`src/rtl/crss_pkg.sv`:
```
// Shared types for the rectangle subtract-and-split block.
package crss_pkg;

	localparam int unsigned CoordW = 16;
	localparam int unsigned MaxPieces = 4;
	localparam int unsigned PieceIdxW = 2;

	// x in the lowest bits so a rect_t maps straight onto the result tdata
	typedef struct packed {
		logic signed [CoordW-1:0] height;
		logic signed [CoordW-1:0] width;
		logic signed [CoordW-1:0] y;
		logic signed [CoordW-1:0] x;
	} rect_t;

	// One classified input: pieces in emit order, index of the final one
	typedef struct packed {
		rect_t [MaxPieces-1:0]  rects;
		logic [PieceIdxW-1:0]   last_idx;
	} q_entry_t;

endpackage

```
`src/rtl/crss_front.sv`:
```
// Front end: registers input transfers, forms the sums, classifies the gaps.
module crss_front import crss_pkg::*; (
	input  logic          clk,
	input  logic          arst_n,
	input  logic          s_tvalid,
	output logic          s_tready,
	input  logic [127:0]  s_tdata,
	output logic          push_valid,
	input  logic          push_ready,
	output q_entry_t      push_data
);

	typedef struct packed {
		logic signed [CoordW-1:0] cut_max_y;
		logic signed [CoordW-1:0] cut_max_x;
		logic signed [CoordW-1:0] cut_min_y;
		logic signed [CoordW-1:0] cut_min_x;
		logic signed [CoordW-1:0] src_height;
		logic signed [CoordW-1:0] src_width;
		logic signed [CoordW-1:0] src_y;
		logic signed [CoordW-1:0] src_x;
	} in_t;

	typedef struct packed {
		in_t                      raw;
		logic signed [CoordW-1:0] xw;   // x + w
		logic signed [CoordW-1:0] yh;   // y + h
		logic signed [CoordW-1:0] xw1;  // x + w - 1
		logic signed [CoordW-1:0] yh1;  // y + h - 1
		logic signed [CoordW-1:0] mx1;  // max_x + 1
		logic signed [CoordW-1:0] my1;  // max_y + 1
		logic signed [CoordW-1:0] dy;   // max_y - y + 1
		logic signed [CoordW-1:0] bh;   // height below the cut
		logic signed [CoordW-1:0] lw;   // width left of the cut
		logic signed [CoordW-1:0] th;   // height above the cut
		logic signed [CoordW-1:0] rw;   // width right of the cut
		logic signed [CoordW-1:0] bh2;  // y + h - min_y
		logic signed [CoordW-1:0] mh;   // cut height
	} sums_t;

	localparam logic [3:0] GAP_NONE = 4'b0000;
	localparam logic [3:0] GAP_B    = 4'b0001;
	localparam logic [3:0] GAP_T    = 4'b0010;
	localparam logic [3:0] GAP_R    = 4'b0100;
	localparam logic [3:0] GAP_L    = 4'b1000;

	function automatic rect_t mk(input logic signed [CoordW-1:0] rx,
			input logic signed [CoordW-1:0] ry, input logic signed [CoordW-1:0] rw_i,
			input logic signed [CoordW-1:0] rh);
		rect_t r;
		r.x      = rx;
		r.y      = ry;
		r.width  = rw_i;
		r.height = rh;
		return r;
	endfunction

	logic  v1_q, v2_q;
	logic  adv1, adv2;
	in_t   in_s1;
	sums_t sum_s2;
	logic  miss;
	logic [3:0] gaps;
	q_entry_t e;

	assign adv2       = !v2_q || push_ready;
	assign adv1       = !v1_q || adv2;
	assign s_tready   = adv1;
	assign push_valid = v2_q;
	assign push_data  = e;

	always_ff @(posedge clk or negedge arst_n) begin
		if (!arst_n) begin
			v1_q <= 1'b0;
			v2_q <= 1'b0;
		end else begin
			if (adv1) v1_q <= s_tvalid;
			if (adv2) v2_q <= v1_q;
		end
	end

	always_ff @(posedge clk) begin
		if (adv1) in_s1 <= in_t'(s_tdata);
		if (adv2) begin
			sum_s2.raw <= in_s1;
			sum_s2.xw  <= in_s1.src_x + in_s1.src_width;
			sum_s2.yh  <= in_s1.src_y + in_s1.src_height;
			sum_s2.xw1 <= in_s1.src_x + in_s1.src_width - 16'sd1;
			sum_s2.yh1 <= in_s1.src_y + in_s1.src_height - 16'sd1;
			sum_s2.mx1 <= in_s1.cut_max_x + 16'sd1;
			sum_s2.my1 <= in_s1.cut_max_y + 16'sd1;
			sum_s2.dy  <= in_s1.cut_max_y - in_s1.src_y + 16'sd1;
			sum_s2.bh  <= in_s1.src_y + in_s1.src_height - in_s1.cut_max_y - 16'sd1;
			sum_s2.lw  <= in_s1.cut_min_x - in_s1.src_x;
			sum_s2.th  <= in_s1.cut_min_y - in_s1.src_y;
			sum_s2.rw  <= in_s1.src_x + in_s1.src_width - in_s1.cut_max_x - 16'sd1;
			sum_s2.bh2 <= in_s1.src_y + in_s1.src_height - in_s1.cut_min_y;
			sum_s2.mh  <= in_s1.cut_max_y - in_s1.cut_min_y + 16'sd1;
		end
	end

	always_comb begin
		rect_t pass_r, zero_r, src_top, bot_r;
		logic signed [CoordW-1:0] x, y, w, h, mnx, mny, mxx, mxy;
		x   = sum_s2.raw.src_x;
		y   = sum_s2.raw.src_y;
		w   = sum_s2.raw.src_width;
		h   = sum_s2.raw.src_height;
		mnx = sum_s2.raw.cut_min_x;
		mny = sum_s2.raw.cut_min_y;
		mxx = sum_s2.raw.cut_max_x;
		mxy = sum_s2.raw.cut_max_y;

		miss = (mnx > mxx) || (mny > mxy) || (mxx < x) || (mxy < y) ||
			(sum_s2.xw <= mnx) || (sum_s2.yh <= mny);
		gaps = {x < mnx, sum_s2.xw1 > mxx, y < mny, sum_s2.yh1 > mxy};

		pass_r  = mk(x, y, w, h);
		zero_r  = mk('0, '0, '0, '0);
		src_top = mk(x, y, w, sum_s2.th);
		bot_r   = mk(x, sum_s2.my1, w, sum_s2.bh);

		e.rects    = {MaxPieces{pass_r}};
		e.last_idx = '0;
		if (!miss) begin
			case (gaps)
				GAP_NONE: e.rects[0] = zero_r;
				GAP_B:    e.rects[0] = bot_r;
				GAP_T:    e.rects[0] = src_top;
				GAP_T | GAP_B: begin
					e.rects[0] = src_top;
					e.rects[1] = bot_r;
					e.last_idx = 2'd1;
				end
				GAP_R: e.rects[0] = mk(sum_s2.mx1, y, sum_s2.rw, h);
				GAP_R | GAP_B: begin
					e.rects[0] = mk(sum_s2.mx1, y, sum_s2.rw, sum_s2.dy);
					e.rects[1] = bot_r;
					e.last_idx = 2'd1;
				end
				GAP_R | GAP_T: begin
					e.rects[0] = src_top;
					e.rects[1] = mk(sum_s2.mx1, mny, sum_s2.rw, sum_s2.bh2);
					e.last_idx = 2'd1;
				end
				GAP_R | GAP_T | GAP_B: begin
					e.rects[0] = src_top;
					e.rects[1] = bot_r;
					e.rects[2] = mk(sum_s2.mx1, mny, sum_s2.rw, sum_s2.mh);
					e.last_idx = 2'd2;
				end
				GAP_L: e.rects[0] = mk(x, y, sum_s2.lw, h);
				GAP_L | GAP_B: begin
					e.rects[0] = mk(x, y, sum_s2.lw, sum_s2.dy);
					e.rects[1] = bot_r;
					e.last_idx = 2'd1;
				end
				GAP_L | GAP_T: begin
					e.rects[0] = src_top;
					e.rects[1] = mk(x, mny, sum_s2.lw, sum_s2.bh2);
					e.last_idx = 2'd1;
				end
				GAP_L | GAP_T | GAP_B: begin
					e.rects[0] = src_top;
					e.rects[1] = mk(x, mny, sum_s2.lw, sum_s2.mh);
					e.rects[2] = bot_r;
					e.last_idx = 2'd2;
				end
				GAP_L | GAP_R: begin
					e.rects[0] = mk(x, y, sum_s2.lw, h);
					e.rects[1] = mk(sum_s2.mx1, y, sum_s2.rw, h);
					e.last_idx = 2'd1;
				end
				GAP_L | GAP_R | GAP_B: begin
					e.rects[0] = bot_r;
					e.rects[1] = mk(x, y, sum_s2.lw, sum_s2.dy);
					e.rects[2] = mk(sum_s2.mx1, y, sum_s2.rw, sum_s2.dy);
					e.last_idx = 2'd2;
				end
				GAP_L | GAP_R | GAP_T: begin
					e.rects[0] = src_top;
					e.rects[1] = mk(x, mny, sum_s2.lw, sum_s2.bh2);
					e.rects[2] = mk(sum_s2.mx1, mny, sum_s2.rw, sum_s2.bh2);
					e.last_idx = 2'd2;
				end
				default: begin
					e.rects[0] = src_top;
					e.rects[1] = mk(x, mny, sum_s2.lw, sum_s2.mh);
					e.rects[2] = mk(sum_s2.mx1, mny, sum_s2.rw, sum_s2.mh);
					e.rects[3] = bot_r;
					e.last_idx = 2'd3;
				end
			endcase
		end
	end

endmodule

```
`src/rtl/crss_fifo.sv`:
```
// Short queue of classified items between front end and emitter.
module crss_fifo import crss_pkg::*; #(
	parameter int unsigned DEPTH = 2
) (
	input  logic     clk,
	input  logic     arst_n,
	input  logic     push_valid,
	output logic     push_ready,
	input  q_entry_t push_data,
	output logic     pop_valid,
	input  logic     pop,
	output q_entry_t pop_data
);

	localparam int unsigned AW = $clog2(DEPTH);
	localparam int unsigned CW = $clog2(DEPTH + 1);

	q_entry_t         mem_q [DEPTH];
	logic [AW-1:0]    wr_q, rd_q;
	logic [CW-1:0]    cnt_q;
	logic             do_push, do_pop;

	assign push_ready = cnt_q != CW'(DEPTH);
	assign pop_valid  = cnt_q != '0;
	assign pop_data   = mem_q[rd_q];
	assign do_push    = push_valid && push_ready;
	assign do_pop     = pop && pop_valid;

	always_ff @(posedge clk or negedge arst_n) begin
		if (!arst_n) begin
			wr_q  <= '0;
			rd_q  <= '0;
			cnt_q <= '0;
		end else begin
			if (do_push) wr_q <= (wr_q == AW'(DEPTH - 1)) ? '0 : wr_q + 1'b1;
			if (do_pop)  rd_q <= (rd_q == AW'(DEPTH - 1)) ? '0 : rd_q + 1'b1;
			if (do_push && !do_pop)      cnt_q <= cnt_q + 1'b1;
			else if (!do_push && do_pop) cnt_q <= cnt_q - 1'b1;
		end
	end

	always_ff @(posedge clk) begin
		if (do_push) mem_q[wr_q] <= push_data;
	end

endmodule

```
`src/rtl/crss_back.sv`:
```
// Emitter: walks the pieces of the head entry into the output register.
module crss_back import crss_pkg::*; (
	input  logic         clk,
	input  logic         arst_n,
	input  logic         pop_valid,
	output logic         pop,
	input  q_entry_t     pop_data,
	output logic         m_tvalid,
	input  logic         m_tready,
	output logic [63:0]  m_tdata,
	output logic         m_tuser,
	output logic         m_tlast
);

	logic [PieceIdxW-1:0] idx_q;
	logic                 out_valid_q, added_q, last_q;
	rect_t                rect_q;
	logic                 load, at_last;

	assign load    = pop_valid && (!out_valid_q || m_tready);
	assign at_last = idx_q == pop_data.last_idx;
	assign pop     = load && at_last;

	assign m_tvalid = out_valid_q;
	assign m_tdata  = rect_q;
	assign m_tuser  = added_q;
	assign m_tlast  = last_q;

	always_ff @(posedge clk or negedge arst_n) begin
		if (!arst_n) begin
			out_valid_q <= 1'b0;
			idx_q       <= '0;
		end else begin
			if (load) begin
				out_valid_q <= 1'b1;
				idx_q       <= at_last ? '0 : idx_q + 1'b1;
			end else if (m_tready) begin
				out_valid_q <= 1'b0;
			end
		end
	end

	always_ff @(posedge clk) begin
		if (load) begin
			rect_q  <= pop_data.rects[idx_q];
			added_q <= idx_q != '0;
			last_q  <= at_last;
		end
	end

endmodule

```
`src/rtl/clip_rect_subtract_split.sv`:
```
// Top level: clip rectangle minus obscurer, split into up to four pieces.
//
//  channel  dir  payload                                            items
//  s_*      in   tdata[127:0] = 8 x 16-bit input fields             1 per input
//  m_*      out  tdata[63:0] rect, tuser is_added, tlast last       1..4 per input
//
// An input reaches its first result through the input, sums, queue
// and output registers. The emitter puts out one rectangle a cycle
// while m_tready is high; at 1 to 4 per input it sets the sustained rate.
// A queue of QUEUE_DEPTH classified items lets the front end keep taking
// inputs while the emitter is stalled. arst_n clears all valid state.
module clip_rect_subtract_split import crss_pkg::*; #(
	parameter int unsigned QUEUE_DEPTH = 2
) (
	input  logic          clk,
	input  logic          arst_n,
	input  logic          s_tvalid,
	output logic          s_tready,
	// src_x, src_y, src_width, src_height, cut_min_x, cut_min_y, cut_max_x, cut_max_y
	input  logic [127:0]  s_tdata,
	output logic          m_tvalid,
	input  logic          m_tready,
	// out_x, out_y, out_width, out_height
	output logic [63:0]   m_tdata,
	// is_added
	output logic          m_tuser,
	output logic          m_tlast
);

	logic     push_valid, push_ready, pop_valid, pop;
	q_entry_t push_data, pop_data;

	crss_front u_front (
		.clk        (clk),
		.arst_n     (arst_n),
		.s_tvalid   (s_tvalid),
		.s_tready   (s_tready),
		.s_tdata    (s_tdata),
		.push_valid (push_valid),
		.push_ready (push_ready),
		.push_data  (push_data)
	);

	crss_fifo #(
		.DEPTH (QUEUE_DEPTH)
	) u_fifo (
		.clk        (clk),
		.arst_n     (arst_n),
		.push_valid (push_valid),
		.push_ready (push_ready),
		.push_data  (push_data),
		.pop_valid  (pop_valid),
		.pop        (pop),
		.pop_data   (pop_data)
	);

	crss_back u_back (
		.clk       (clk),
		.arst_n    (arst_n),
		.pop_valid (pop_valid),
		.pop       (pop),
		.pop_data  (pop_data),
		.m_tvalid  (m_tvalid),
		.m_tready  (m_tready),
		.m_tdata   (m_tdata),
		.m_tuser   (m_tuser),
		.m_tlast   (m_tlast)
	);

`ifndef SYNTHESIS
	// input is only held off by a full queue
	a_ready_only_on_full: assert property (@(posedge clk) disable iff (!arst_n)
		!s_tready |-> !push_ready)
		else $error("input stalled while queue had room");

	// a classified item blocked by the queue stays put
	a_push_holds: assert property (@(posedge clk) disable iff (!arst_n)
		push_valid && !push_ready |=> push_valid && $stable(push_data))
		else $error("classified item lost while queue full");

	// an entry leaves the queue only with its final piece
	a_pop_on_last: assert property (@(posedge clk) disable iff (!arst_n)
		pop && pop_valid |=> m_tvalid && m_tlast)
		else $error("queue entry retired before its last piece");
`endif

endmodule
```
`config.mk`:
```
export PLATFORM = sky130hd
export DESIGN_NAME = clip_rect_subtract_split
export DESIGN_NICKNAME = d
export VERILOG_FILES = /design/src/rtl/crss_pkg.sv /design/src/rtl/crss_front.sv /design/src/rtl/crss_fifo.sv /design/src/rtl/crss_back.sv /design/src/rtl/clip_rect_subtract_split.sv
export SDC_FILE = /design/constraint.sdc
export NUM_CORES = 2
export LEC_CHECK = 0
export ABC_CLOCK_PERIOD_IN_PS = 29000
export BUFFER_PORTS_ARGS = -buffer_cell sky130_fd_sc_hd__buf_2
export CAP_MARGIN = 30
export CORE_UTILIZATION = 34
export DETAILED_ROUTE_END_ITERATION = 16
export PLACE_DENSITY = 0.58
export SYNTH_ARGS = -nofsm -noshare
export SYNTH_HDL_FRONTEND = slang
export SYNTH_SLANG_ARGS = --single-unit
export TNS_END_PERCENT = 20
```
`constraint.sdc`:
```
create_clock -name clk -period 29 [get_ports clk]
set_input_delay 4.35 -clock clk [delete_from_list [all_inputs] [get_ports clk]]
set_output_delay 4.35 -clock clk [all_outputs]
set_load 0.1 [all_outputs]
```
# == After elaboration in Yosys (flattened, before gate mapping) ==
# Memory sizes are Yosys's and may differ from the RTL's.
# Index checks and enable logic that the tools add are counted.
# word_totals
register_bits,539
mem_bits_rw,516
wordCells,142
mem_count,1
# mem_list
name,depth,width,rd,rd_ports_with_merged_regs,write_ports,line,text
u_fifo.mem_q,2,258,1,0,1,crss_fifo.sv:18,q_entry_t mem_q [DEPTH];
# op_classes
addsub,22
magnitude_cmp,11
n_eq_ne,16
n_mux,17
n_reduce_logical,33
# ops
op,count
$pmux W64 S6,2
$mux W258,1
$pmux W64 S4,1
$bmux W64 S2,1
$mux W64,2
$sub A16 B16 Y16,7
$add A16 B2 Y16 const B,4
$gt A16 B16 Y1,4
$lt A16 B16 Y1,4
$sub A16 B2 Y16 const B,4
$add A16 B16 Y16,2
$le A16 B16 Y1,2
$eq A4 B4 Y1 const B,7
$eq A4 B3 Y1 const B,4
$reduce_or A15 Y1,1
$reduce_or A11 Y1,1
$eq A4 B2 Y1 const B,2
$logic_or A1 B1 Y1,8
$reduce_bool A2 Y1,4
$reduce_or A4 Y1,2
$logic_and A1 B1 Y1,6
$mux W1,6
$mux W2,3
$pmux W2 S3,1
other kinds (12),20

# == Longest topological paths before layout ==
# depth
depth_word,8
mapped_depth,16
depth_no_buf,16

# == Cells and area by module ==
# A second synthesis with hierarchy kept.
# unflattened
hier_cells,3607
hier_area_um2,53284.9
# modules_own_cells
module,n_inst,cells_per_inst,area_each_um2
crss_front,1,2622,29887.4
crss_fifo,1,821,19653.8
crss_back,1,164,3743.6

# == Worst setup path before layout ==
# OpenSTA, ideal clock, no wires.
# synth_timing
kind,reg2reg
from,register u_fifo.cnt_q[0]
to,"memory u_fifo.mem_q[0][0] in the netlist's numbering, enable pin"
setup_ns,0.881
arrival_time_ns,11.443
required_time_ns,28.119
path_slack_ns,16.675
stages_incl_launch_ff,5
path_buffers,1
path_cell_list,dfrtp_1 > clkbuf_1 > nand2b_1 > nand2_1 > nor2_1
# synth_via
elab_chain_len,4
# synth_lines
element,line,text
start: declaration,crss_fifo.sv:20,logic [CW-1:0] cnt_q;
start signal: assignment,crss_fifo.sv:37,if (do_push && !do_pop) cnt_q <= cnt_q + 1'b1;
start signal: assignment,crss_fifo.sv:38,else if (!do_push && do_pop) cnt_q <= cnt_q - 1'b1;
$ne A2 B2 Y1,crss_fifo.sv:23,assign push_ready = cnt_q != CW'(DEPTH);
$logic_and A1 B1 Y1,crss_fifo.sv:26,assign do_push = push_valid && push_ready;
$mux W1,crss_fifo.sv:43,if (do_push) mem_q[wr_q] <= push_data;
$mux W1 (not written as such),crss_fifo.sv:43,
end: declaration,crss_fifo.sv:18,
# No other way between the ends.

# == Worst setup path in the final report ==
# layout_timing
from,register u_fifo.cnt_q[0]
to,output s_tready
# layout_via
elab_chain_len,3
# layout_lines
element,line,text
$ne A2 B2 Y1,crss_fifo.sv:23,
$logic_or A1 B1 Y1,crss_front.sv:66,assign adv2 = !v2_q || push_ready;
$logic_or A1 B1 Y1,crss_front.sv:67,assign adv1 = !v1_q || adv2;
end: declaration,clip_rect_subtract_split.sv:18,"output logic s_tready,"
# No other way between the ends.

==> impl_metrics.json <==
{
  "period_minus_slack_ns": 7.15,
  "rr_startpoint": "u_front.in_s1[48]",
  "synth_cells": 3545,
  "maximum_number_of_pins_on_one_net_before_global_route_repair": 161,
  "post_cts.repair.setup_buffers": 0,
  "reg2reg_slack_ns": 23.65,
  "max-slew-margin-rel_pct": 24.9,
  "drt_pre_antenna_iters": 6,
  "rsz0062_at_grt": "false",
  "postSynth.asyncResetShare_pct": 0.853,
  "cts.repair.resized": 0,
  "reg2reg_depth": 14,
  "clock-sinks": 1055,
  "core_um2": 150000,
  "die_width_um": 390,
  "number_of_antenna_violations_at_the_first_check_in_global_routing": 8,
  "timing.critical_path.arrival_ns": 2.80,
  "holdCritPathClass": "register to register",
  "grt_pass1_wl_mm": 204,
  "grt_overflow": 0,
  "drc_errors": 0,
  "root_cell_of_the_clock_tree": "sky130_fd_sc_hd__clkbuf_16",
  "drt_wl_total_mm": 140,
  "post_route_cells_drive_above_1_share_pct": 17.0,
  "crit_path_max_fanout": 15,
  "synth.yosys.seq_area_share_pct": 61.8,
  "viasPerCell": 5.31,
  "initial_drt_markers": 2723,
  "post_synth_main_area_contributors": "sky130_fd_sc_hd__edfxtp_1 61%, sky130_fd_sc_hd__ha_1 7.9%, sky130_fd_sc_hd__mux4_2 5.6%, sky130_fd_sc_hd__xnor2_1 2.4%, sky130_fd_sc_hd__nand2_1 2.0%",
  "most_frequently_used_cell_type_in_the_post_synthesis_netlist": "sky130_fd_sc_hd__edfxtp_1",
  "post-route-period-util_pct": 24.6,
  "syn-num-nets": 4011,
  "syn-mean-instance-area_um2": 14.4,
  "yosys.cell_types.count": 88,
  "report.final.hold_viol_count": 0,
  "synth_warnings": 0,
  "hpwlAfterDp_mm": 100,
  "cts-hold-fix-buffers": 0,
  "gp_congestion": 0.911,
  "initial_core_util_pct": 34.2,
  "critical_path.reg2reg.endpoint": "u_front.sum_s2[95]",
  "synth_common_cells": "1046 x sky130_fd_sc_hd__edfxtp_1, 325 x sky130_fd_sc_hd__ha_1, 278 x sky130_fd_sc_hd__nand2_1, 240 x sky130_fd_sc_hd__inv_1, 139 x sky130_fd_sc_hd__xnor2_1",
  "ctsLongestPathBuffers": 3,
  "worstSetupEndpointType": "primary output",
  "worstHoldStart": "u_front.in_s1[79]",
  "min_hold_slack_ns": 0.469,
  "max_slew.worst_pin.slew_ns": 1.13,
  "nNetsFinal": 4262,
  "tritoncts.num_buffers": 114,
  "finalSetupViolations": 0,
  "max_freq_mhz": 140,
  "placement_rows": 142,
  "path_clk_slew_ns": 0.06,
  "area_growth_syn_to_layout_pct": 14.3,
  "timing.critical_path.to": "s_tready",
  "port_buffers": 199,
  "count_of_flip_flops_with_a_built_in_enable_after_synthesis": 1046,
  "detailroute.via_count": 31400,
  "critPathRequiredTime_ns": 24.65,
  "floorplan.die.height_um": 390,
  "drv_cap": 0,
  "gr-usage-all-layers_pct": 18.1,
  "grt_pass1_vias": 31100,
  "clock_tree_from_tritoncts": "yes",
  "synthesis.area_um2": 51200,
  "synth_seq_cells": 1055,
  "final_max_slew_viol_count": 0,
  "cp-start-kind": "register",
  "leakage_nw": 22.0,
  "worst_vdd_ir_mv": 0.0881,
  "finalClockSkew_ns": 0.0451,
  "pwr_density_cell_nw_per_um2": 132,
  "dieArea_um2": 152000,
  "run_status": "finished, final reports clean",
  "drt.antenna.violating_nets": 0,
  "dr_wl_cell_um": 23.7,
  "synthFlopType": "sky130_fd_sc_hd__edfxtp_1",
  "clock_network_latency_to_the_later_pin_of_the_worst_skew_pair_ns": 0.75,
  "synthDominantAreaCellType": "sky130_fd_sc_hd__edfxtp_1",
  "io-pin-count": 200,
  "crit_type": "register to primary output",
  "worst_setup_path_startpoint": "u_fifo.cnt_q[0]",
  "synth_largest_type_area_fraction_pct": 61.4,
  "final.setup.tns_ns": 0,
  "ctsHtreeMaxLevel": 3
}
[worst min path at each step]
stage | slack, ns | end | depth (start not counted)
floorplan | 0.43 | u_front.sum_s2[272] | 0
global placement | 0.45 | u_front.push_valid | 1
detailed placement | 0.45 | u_front.push_valid | 1
CTS | 0.47 | u_front.sum_s2[287] | 0
global route | 0.48 | u_front.sum_s2[287] | 0
finish | 0.47 | u_front.sum_s2[287] | 0
[area by class of cell]
class / instances / area [um^2]
flip-flops and latches: 1055 / 31600
repair buffers: 253 / 1510
fillers: 14100 / 91100
clock buffers: 139 / 2970
clock inverters: 75 / 761
inverters: 240 / 901
diodes: 2 / 5.00
well taps: 2016 / 2520
multi-input cells: 2132 / 18200
[state kept, by name, indices dropped and copies added (netlist names), 2 cells and up]
| register | flops |
|---|---|
| u_fifo.mem_q | 516 |
| u_front.sum_s2 | 336 |
| u_front.in_s1 | 128 |
| u_back.m_tdata | 64 |
| u_back.idx_q | 2 |
| u_fifo.cnt_q | 2 |
[power breakdown]
part / leakage, nW / internal [mW] / switching [mW]
logic: 9.82 / 1.14 / 2.18
clock network: 1.80 / 0.830 / 0.621
registers: 10.4 / 2.59 / 0.359
[metal layers]
layer	GRT usage, %	share of wire, %	up-vias	routed length, um
li1	-	-	14300	-
met1	24.2	43	15800	60500
met2	30.0	48	1023	66900
met3	2.87	5.5	237	7770
met4	6.10	3.5	0	4880
met5	0	0	-	0
[worst max-delay path, stage by stage (launching register included)]
cell and delay (ns):
sky130_fd_sc_hd__dfrtp_1 0.46, sky130_fd_sc_hd__nand4b_1 0.75, sky130_fd_sc_hd__buf_4 0.50, sky130_fd_sc_hd__buf_2 0.34
[stage by stage]
stage          power (mW)  setup slack [ns]  instances  utilization, %  instance area (um^2)
5_1_grt              8.16             21.71       5910            39.1                 58500
3_3_place_gp         6.23             22.63       5688            36.5                 54600
6_report             7.73             21.85       5912            39.1                 58500
3_5_place_dp         6.30             22.57       5693            36.6                 54700
2_1_floorplan        5.37             16.68       3545               -                 51200
4_1_cts              7.78             21.81       5907            39.0                 58400
[placed cells by master (no fill, tap or decap), types with 17 or more instances in the layout]
cell type                   instances
sky130_fd_sc_hd__xnor2_1          138
sky130_fd_sc_hd__buf_4             46
sky130_fd_sc_hd__a211oi_1          23
sky130_fd_sc_hd__clkbuf_16        115
sky130_fd_sc_hd__o211ai_1          28
sky130_fd_sc_hd__or3_1             27
sky130_fd_sc_hd__nand4_1           51
sky130_fd_sc_hd__a22oi_1           34
sky130_fd_sc_hd__o2bb2ai_1         32
sky130_fd_sc_hd__a32oi_1           17
sky130_fd_sc_hd__mux2i_1           22
sky130_fd_sc_hd__nand2_1          278
sky130_fd_sc_hd__a21oi_1          114
sky130_fd_sc_hd__a221o_1           64
sky130_fd_sc_hd__xor2_1            43
sky130_fd_sc_hd__a21o_1            34
sky130_fd_sc_hd__nand3_1           95
sky130_fd_sc_hd__o21ai_0           81
sky130_fd_sc_hd__clkbuf_1          24
sky130_fd_sc_hd__mux2_2            71
sky130_fd_sc_hd__mux4_2           128
sky130_fd_sc_hd__o21a_1            21
sky130_fd_sc_hd__and2_1            23
sky130_fd_sc_hd__clkinv_1          24
sky130_fd_sc_hd__inv_1            239
sky130_fd_sc_hd__buf_2            199
sky130_fd_sc_hd__ha_1             325
sky130_fd_sc_hd__clkinv_2          18
sky130_fd_sc_hd__nor2b_1           38
sky130_fd_sc_hd__edfxtp_1        1046
sky130_fd_sc_hd__a22o_1            49
sky130_fd_sc_hd__nand2b_1          24
sky130_fd_sc_hd__nor2_1           109
sky130_fd_sc_hd__nor3_1            68
[kinds of logic (layout without fill, tap and decap cells)]
logic type                 count (synthesis)  count (layout)  share of synthesized area [%]
other                                      0               2                              0
buffers and inverters                    358             707                           2.80
adders and majority gates                336             336                           8.34
muxes                                    233             233                           7.89
DFF                                     1055            1055                           61.8
AOI/OAI and AO/OA                        603             603                           8.58
and+or+nand+nor                          777             777                           7.41
xor gates and xnor gates                 183             183                           3.16
(Power assumes the default switching activity.)
